<file path="src/sv/cps_pkg.sv">
// Shared types, codes and helper functions for the connection parameter supervisor.
`default_nettype none

package cps_pkg;

    // Width of the one-shot millisecond timer.
    localparam int TIMER_BITS = 16;

    // Tolerances around the desired latency and supervision timeout.
    localparam logic signed [10:0] LAT_TOL = 11'sd25;
    localparam logic signed [16:0] TMO_TOL = 17'sd1000;

    // Event codes carried by s_op.
    typedef enum logic [2:0] {
        OP_CONNECTED    = 3'd0,
        OP_UPDATED      = 3'd1,
        OP_DISCONNECTED = 3'd2,
        OP_FORCE_UPDATE = 3'd3,
        OP_TICK         = 3'd4
    } op_t;

    // Configuration register indexes.
    typedef enum logic [2:0] {
        REG_MIN_INTERVAL   = 3'd0,
        REG_MAX_INTERVAL   = 3'd1,
        REG_LATENCY        = 3'd2,
        REG_SUP_TIMEOUT    = 3'd3,
        REG_POST_CONNECT   = 3'd4,
        REG_POST_UPDATE    = 3'd5,
        REG_RETRY_DELAY    = 3'd6,
        REG_CONN_HANDLE    = 3'd7
    } reg_idx_t;

    // Configuration register file contents.
    typedef struct packed {
        logic [11:0] desired_min_interval;
        logic [11:0] desired_max_interval;
        logic [8:0]  desired_latency;
        logic [14:0] desired_supervision_timeout;
        logic [15:0] post_connect_delay;
        logic [15:0] post_update_delay;
        logic [15:0] retry_delay;
        logic [11:0] connection_handle;
    } cfg_t;

    // One event as captured from the input channel.
    typedef struct packed {
        logic [2:0]  op;
        logic [11:0] conn_interval;
        logic [8:0]  slave_latency;
        logic [14:0] sup_timeout;
        logic [15:0] force_delay;
    } item_t;

    // One result transaction.
    typedef struct packed {
        logic        request_update;
        logic [11:0] update_handle;
        logic        params_ok;
    } result_t;

    // Loads a 16-bit delay into the timer width, saturating if the timer is narrower.
    function automatic logic [TIMER_BITS-1:0] timer_sat(input logic [15:0] dly);
        logic [32:0] wide;
        logic [32:0] lim;
        wide = 33'(dly);
        lim  = (33'd1 << TIMER_BITS) - 33'd1;
        if (wide > lim) begin
            timer_sat = lim[TIMER_BITS-1:0];
        end else begin
            timer_sat = wide[TIMER_BITS-1:0];
        end
    endfunction

endpackage

`default_nettype wire

</file>
<file path="src/sv/connection_param_supervisor_top.sv">
// Top level of the connection parameter supervisor.
//
// Usage: each input transaction on the s_ channel is one event for the link
// (connected, updated, disconnected, force update, or a millisecond tick).
// Every event produces exactly one result transaction on the m_ channel,
// carrying request_update, the handle for that request and the current
// params_ok judgement. Registers are written through the cfg_ channel, which
// is always ready; write them only while no event is in flight.
// Path: an accepted event is held in the input register, and its result is
// then registered in the result register, which drives the m_ channel.
// Throughput: one event per cycle while the receiver keeps m_ready high, set
// by the single evaluation stage between the input and result registers.
// Reset (aresetn low, synchronous) empties both registers, restores the
// register defaults, marks the parameters good and stops the timer.
// When the receiver holds m_ready low the result stays put, the next event
// waits in the input register, and s_ready drops once that register is full.
`default_nettype none

module connection_param_supervisor_top
    import cps_pkg::*;
(
    input  wire logic        aclk,
    input  wire logic        aresetn,
    input  wire logic        cfg_valid,
    output logic             cfg_ready,
    input  wire logic [2:0]  cfg_index,
    input  wire logic [15:0] cfg_data,
    input  wire logic        s_valid,
    output logic             s_ready,
    input  wire logic [2:0]  s_op,
    input  wire logic [11:0] s_conn_interval,
    input  wire logic [8:0]  s_slave_latency,
    input  wire logic [14:0] s_sup_timeout,
    input  wire logic [15:0] s_force_delay,
    output logic             m_valid,
    input  wire logic        m_ready,
    output logic             m_request_update,
    output logic [11:0]      m_update_handle,
    output logic             m_params_ok
);

    cfg_t    cfg;
    item_t   s_item;
    item_t   item;
    logic    item_valid;
    logic    take;
    result_t result;

    assign s_item.op            = s_op;
    assign s_item.conn_interval = s_conn_interval;
    assign s_item.slave_latency = s_slave_latency;
    assign s_item.sup_timeout   = s_sup_timeout;
    assign s_item.force_delay   = s_force_delay;

    assign m_request_update = result.request_update;
    assign m_update_handle  = result.update_handle;
    assign m_params_ok      = result.params_ok;

    cps_cfg_regs u_cfg (
        .aclk      (aclk),
        .aresetn   (aresetn),
        .cfg_valid (cfg_valid),
        .cfg_ready (cfg_ready),
        .cfg_index (cfg_index),
        .cfg_data  (cfg_data),
        .cfg       (cfg)
    );

    cps_in_stage u_in (
        .aclk       (aclk),
        .aresetn    (aresetn),
        .s_valid    (s_valid),
        .s_ready    (s_ready),
        .s_item     (s_item),
        .take       (take),
        .item_valid (item_valid),
        .item       (item)
    );

    cps_core u_core (
        .aclk       (aclk),
        .aresetn    (aresetn),
        .cfg        (cfg),
        .item_valid (item_valid),
        .item       (item),
        .take       (take),
        .m_valid    (m_valid),
        .m_ready    (m_ready),
        .result     (result)
    );

endmodule

`default_nettype wire

</file>
<file path="src/sv/cps_cfg_regs.sv">
// Configuration register file written through its own valid/ready channel.
`default_nettype none

module cps_cfg_regs
    import cps_pkg::*;
(
    input  wire logic        aclk,
    input  wire logic        aresetn,
    input  wire logic        cfg_valid,
    output logic             cfg_ready,
    input  wire logic [2:0]  cfg_index,
    input  wire logic [15:0] cfg_data,
    output cfg_t             cfg
);

    cfg_t cfg_reg;

    // The register file can always take a write.
    assign cfg_ready = 1'b1;
    assign cfg       = cfg_reg;

    // Register writes, masked to each register's width.
    always_ff @(posedge aclk) begin
        if (!aresetn) begin
            cfg_reg.desired_min_interval        <= 12'd6;
            cfg_reg.desired_max_interval        <= 12'd3200;
            cfg_reg.desired_latency             <= 9'd0;
            cfg_reg.desired_supervision_timeout <= 15'd2000;
            cfg_reg.post_connect_delay          <= 16'd5000;
            cfg_reg.post_update_delay           <= 16'd2000;
            cfg_reg.retry_delay                 <= 16'd5000;
            cfg_reg.connection_handle           <= 12'd0;
        end else if (cfg_valid) begin
            unique case (reg_idx_t'(cfg_index))
                REG_MIN_INTERVAL: cfg_reg.desired_min_interval        <= cfg_data[11:0];
                REG_MAX_INTERVAL: cfg_reg.desired_max_interval        <= cfg_data[11:0];
                REG_LATENCY:      cfg_reg.desired_latency             <= cfg_data[8:0];
                REG_SUP_TIMEOUT:  cfg_reg.desired_supervision_timeout <= cfg_data[14:0];
                REG_POST_CONNECT: cfg_reg.post_connect_delay          <= cfg_data;
                REG_POST_UPDATE:  cfg_reg.post_update_delay           <= cfg_data;
                REG_RETRY_DELAY:  cfg_reg.retry_delay                 <= cfg_data;
                REG_CONN_HANDLE:  cfg_reg.connection_handle           <= cfg_data[11:0];
                default: ;
            endcase
        end
    end

endmodule

`default_nettype wire

</file>
<file path="src/sv/cps_in_stage.sv">
// Input register stage holding one event until the evaluation stage consumes it.
`default_nettype none

module cps_in_stage
    import cps_pkg::*;
(
    input  wire logic  aclk,
    input  wire logic  aresetn,
    input  wire logic  s_valid,
    output logic       s_ready,
    input  wire item_t s_item,
    input  wire logic  take,
    output logic       item_valid,
    output item_t      item
);

    logic  valid_reg;
    logic  valid_next;
    item_t item_reg;

    // A new transaction is taken when the stage is empty or drains this cycle.
    assign s_ready    = !valid_reg || take;
    assign item_valid = valid_reg;
    assign item       = item_reg;

    always_comb begin
        valid_next = valid_reg;
        if (s_valid && s_ready) begin
            valid_next = 1'b1;
        end else if (take) begin
            valid_next = 1'b0;
        end
    end

    always_ff @(posedge aclk) begin
        if (!aresetn) begin
            valid_reg <= 1'b0;
        end else begin
            valid_reg <= valid_next;
        end
    end

    // Payload capture needs no reset.
    always_ff @(posedge aclk) begin
        if (s_valid && s_ready) begin
            item_reg <= s_item;
        end
    end

endmodule

`default_nettype wire

</file>
<file path="src/sv/cps_core.sv">
// Parameter check, supervision state and timer, and the result register.
`default_nettype none

module cps_core
    import cps_pkg::*;
(
    input  wire logic  aclk,
    input  wire logic  aresetn,
    input  wire cfg_t  cfg,
    input  wire logic  item_valid,
    input  wire item_t item,
    output logic       take,
    output logic       m_valid,
    input  wire logic  m_ready,
    output result_t    result
);

    logic                  match_reg;
    logic                  match_next;
    logic                  armed_reg;
    logic                  armed_next;
    logic [TIMER_BITS-1:0] left_reg;
    logic [TIMER_BITS-1:0] left_next;
    logic                  out_valid_reg;
    logic                  out_valid_next;
    result_t               result_reg;
    result_t               result_next;

    logic                  iv_ok;
    logic                  lat_ok;
    logic                  tmo_ok;
    logic                  close;
    logic signed [10:0]    lat_diff;
    logic signed [16:0]    tmo_diff;
    logic                  req;
    logic                  expiring;

    // The event advances when the result register is free or being emptied.
    assign take    = item_valid && (!out_valid_reg || m_ready);
    assign m_valid = out_valid_reg;
    assign result  = result_reg;

    // Window checks on the reported parameters, in signed arithmetic without wrap.
    always_comb begin
        lat_diff = $signed({2'b00, item.slave_latency}) - $signed({2'b00, cfg.desired_latency});
        tmo_diff = $signed({2'b00, item.sup_timeout})
                 - $signed({2'b00, cfg.desired_supervision_timeout});
        iv_ok  = (item.conn_interval >= cfg.desired_min_interval)
              && (item.conn_interval <= cfg.desired_max_interval);
        lat_ok = (lat_diff <= LAT_TOL) && (lat_diff >= -LAT_TOL);
        tmo_ok = (tmo_diff <= TMO_TOL) && (tmo_diff >= -TMO_TOL);
        close  = iv_ok && lat_ok && tmo_ok;
    end

    // A timer holding zero or one expires on this tick.
    assign expiring = (left_reg[TIMER_BITS-1:1] == '0);

    // Next supervision state for the event being processed.
    always_comb begin
        match_next = match_reg;
        armed_next = armed_reg;
        left_next  = left_reg;
        req        = 1'b0;
        unique case (op_t'(item.op))
            OP_CONNECTED, OP_UPDATED: begin
                match_next = close;
                if (close) begin
                    armed_next = 1'b0;
                    left_next  = '0;
                end else begin
                    armed_next = 1'b1;
                    left_next  = (op_t'(item.op) == OP_CONNECTED)
                               ? timer_sat(cfg.post_connect_delay)
                               : timer_sat(cfg.post_update_delay);
                end
            end
            OP_DISCONNECTED: begin
                armed_next = 1'b0;
                left_next  = '0;
            end
            OP_FORCE_UPDATE: begin
                match_next = 1'b0;
                armed_next = 1'b1;
                left_next  = timer_sat(item.force_delay);
            end
            OP_TICK: begin
                if (armed_reg) begin
                    if (expiring) begin
                        armed_next = 1'b0;
                        left_next  = '0;
                        if (!match_reg) begin
                            req        = 1'b1;
                            armed_next = 1'b1;
                            left_next  = timer_sat(cfg.retry_delay);
                        end
                    end else begin
                        left_next = left_reg - 1'b1;
                    end
                end
            end
            default: ;
        endcase
    end

    // Result word and output valid.
    always_comb begin
        result_next.request_update = req;
        result_next.update_handle  = req ? cfg.connection_handle : 12'd0;
        result_next.params_ok      = match_next;
        out_valid_next = out_valid_reg;
        if (take) begin
            out_valid_next = 1'b1;
        end else if (m_ready) begin
            out_valid_next = 1'b0;
        end
    end

    always_ff @(posedge aclk) begin
        if (!aresetn) begin
            match_reg     <= 1'b1;
            armed_reg     <= 1'b0;
            left_reg      <= '0;
            out_valid_reg <= 1'b0;
        end else begin
            out_valid_reg <= out_valid_next;
            if (take) begin
                match_reg <= match_next;
                armed_reg <= armed_next;
                left_reg  <= left_next;
            end
        end
    end

    // Result payload is loaded with each processed event.
    always_ff @(posedge aclk) begin
        if (take) begin
            result_reg <= result_next;
        end
    end

endmodule

`default_nettype wire
</file>
<file path="config.mk">
export PLATFORM = sky130hd
export DESIGN_NAME = connection_param_supervisor_top
export DESIGN_NICKNAME = d
export VERILOG_FILES = /design/src/sv/cps_pkg.sv /design/src/sv/connection_param_supervisor_top.sv /design/src/sv/cps_cfg_regs.sv /design/src/sv/cps_in_stage.sv /design/src/sv/cps_core.sv
export SDC_FILE = /design/constraint.sdc
export NUM_CORES = 1
export LEC_CHECK = 0
export BUFFER_PORTS_ARGS = -buffer_cell sky130_fd_sc_hd__buf_2
export CAP_MARGIN = 40
export CORE_UTILIZATION = 40
export DETAILED_ROUTE_END_ITERATION = 10
export SYNTH_ARGS = -nofsm -noshare
export SYNTH_HDL_FRONTEND = slang
export SYNTH_SLANG_ARGS = --single-unit
</file>
<file path="constraint.sdc">
create_clock -name aclk -period 3.6 [get_ports aclk]
set_clock_uncertainty 0.05 [all_clocks]
set_input_delay 0.36 -clock aclk [delete_from_list [all_inputs] [get_ports aclk]]
set_output_delay 0.36 -clock aclk [all_outputs]
set_load 0.005 [all_outputs]
</file>
==> impl_metrics.ini <==
[drt]
firstDrtPassIters = 6
drtAntennaViolNets = 0
vias = 8248
wl_per_cell_um = 16.8
wl_mm = 26.2
routed_via_density = 5.31
initialDrtViolationCount = 532
drc_errors = 0

[clocking]
ctsHoldBuffers = 0
clock_sinks = 197
cts_resized = 0
clock_path_buffers = 2
clock-root-buffer = clkbuf_16
clk_pin_slew_worst_paths_ps = 70
ctsHtreeMaxLevel = 4
cts_buffers = 17
post_cts_buffers = 0
cts_tree = built
clkLatencyLatePin_ps = 440

[floorplan]
die_y_um = 162
core_um2 = 25200
initial_utilization_pct = 40.8
pin_count = 96
dieWidth_um = 162
core.rowCount = 58
dieArea_um2 = 26300

[sta]
tightest_slew_ps = 820
drv_slew = 0
max-slew-margin-rel_pct = 45.2
max_freq_mhz = 300
finalCriticalPeriod_ps = 3330
rsz0062_at_grt = no
timing.hold.ws_ps = 40.7
finalHoldViolCount = 0
tns_ps = 0
min_period_over_period_pct = 92.6
finalSetupViolations = 0

[placement]
portBuffers = 94
gp_congestion = 0.860
hpwl_mm = 17.9
post-place-cells = 1522

[logic_synthesis]
async_flop_share_pct = 0
synth_ff_type = dfxtp_1
synth_top_area_share_pct = 25.0
synth_area_um2 = 10300
synth_nets = 1270
seq_area_frac_synth_pct = 45.1
yosys_warnings = 0
synth_commonest_cells = nand2_1 (251), dfxtp_1 (128), a21boi_0 (82)
post-synth-top-area-cell = dfxtp_1
ys_top_cells_by_area = dfxtp_1 (25%), edfxtp_1 (20%), nand2_1 (9.2%)
netlist_instances = 1140
yosysMostFrequentCell = nand2_1
syn_area_per_cell_um2 = 9.01
ys_types = 78
ys_ff_latch = 197
synth_edf_count = 69

[cells_and_area]
layout-drive-gt1-share_pct = 14.5
largest_reg_flops = 108
finish.utilization_pct = 46.0
antenna_cells = 0
syn_to_final_growth_pct = 12.8
final_cells = 1553
fin_nets = 1341

[grt]
grt_usage_pct = 20.2
grt_pass1_vias = 7733
grt_pass1_wl_mm = 41.2
antenna_found_initial = 0
grt-ovfl-total = 0
grt_max_degree = 68

[flow_run]
maxCapViolCount = 0

[critical_path]
cp-start-kind = flip-flop
crit_type = flip-flop to flip-flop
cp-end-kind = flip-flop
rr_startpoint = u_in.item[31]
path_cells = inv_1 > ha_1 > fa_1 > nand2b_1 > a21o_1 > a311oi_2 > o311ai_1 > a2111oi_2 > o211ai_2 > buf_4 > a2bb2oi_1 > o31ai_2
crit_path_start = u_in.item[31]
required_ps = 3870
cp_max_fo = 9
cp_slowest_cell = a2111oi_2
crit_path_max_incr_delay_ps = 420
cp.arrival_ps = 3610

[power_and_ir_drop]
power_density_nw_per_um2 = 449
finalPower_uw = 5200
p_leak_uw = 0.00439
ir_drop_uv = 347

[status]
status = complete, no violations

[hold_path]
min_path_type = input pin to flip-flop
min-delay-start = s_force_delay[2]
routing by layer:
layer | up-vias | global-route usage, % | part of all wire (%)
li1 | 4151 | - | -
met1 | 3890 | 27.3 | 47
met2 | 185 | 33.3 | 47
met3 | 22 | 3.29 | 4.5
met4 | 0 | 5.10 | 1.2
met5 | - | 0 | 0
kinds of logic (layout without fill, tap and decap cells):
| group | count (synthesis) | after routing | share of synthesized area (%) |
|---|---|---|---|
| other | 1 | 1 | 0.0365 |
| DFF | 197 | 197 | 45.1 |
| AOI/OAI and AO/OA | 283 | 283 | 20.0 |
| muxes | 18 | 18 | 1.95 |
| xor gates and xnor gates | 23 | 23 | 1.96 |
| buffers and inverters | 129 | 212 | 5.48 |
| and+or+nand+nor | 438 | 438 | 19.1 |
| adders and majority gates | 51 | 51 | 6.36 |
cells in the final DEF (no fill, tap or decap), types with 5 or more instances in the layout:
cell	count
o211ai_1	22
nor2_1	49
and3_1	17
xnor2_1	19
nand2b_1	14
mux2_2	16
a31oi_1	9
a2bb2oi_1	10
a211oi_1	5
buf_2	94
o21ai_0	52
nand2_1	251
clkbuf_16	17
nand3_1	43
nor2b_1	8
inv_1	68
edfxtp_1	69
o21a_1	9
nor3_1	14
o31ai_1	9
a21boi_0	82
and2_1	6
a21o_1	6
a221oi_1	13
a21oi_1	26
buf_4	19
ha_1	49
dfxtp_1	128
nor4_1	8
path summary, 6_finish.rpt:
check	end	slack, ps	cells past startpoint
max	u_core.left_reg[10]	270	12
min	u_in.item[2]	40	1
max reg2reg	u_core.left_reg[10]	270	12
min reg2reg	u_cfg.cfg[101]	410	2
area by class of cell:
class | count | area [um2]
Multi-Input combinational cell | 814 | 5070
Timing Repair Buffer | 113 | 613
Clock buffer | 19 | 443
Sequential cell | 197 | 4630
Clock inverter | 12 | 155
Tap cell | 330 | 413
Inverter | 68 | 255
Fill cell | 2425 | 13600
power by group:
group          internal (uW)  leakage [uW]  total, uW  switching (uW)
sequential              2410       0.00171       2480            72.7
clock                   1110      0.000280       1980             873
combinational            300       0.00240        733             433
total                   3820       0.00439       5200            1380
critical path, delay by kind of cell, from the launching register on:
| kind | cells | cell delay (ps) |
|---|---|---|
| buffers and inverters | 2 | 320 |
| adders and majority gates | 2 | 600 |
| DFF | 1 | 330 |
| AOI/OAI and AO/OA | 7 | 1670 |
| and+or+nand+nor | 1 | 220 |
per-stage QoR:
step | area, um2 | setup WS, ps
finish | 11600 | 266
floorplan | 10300 | 744
detailed placement | 11000 | 323
global placement | 11000 | 388
CTS | 11600 | 297
global route | 11600 | 49.4
No activity file was read; power rests on OpenSTA's default activity.
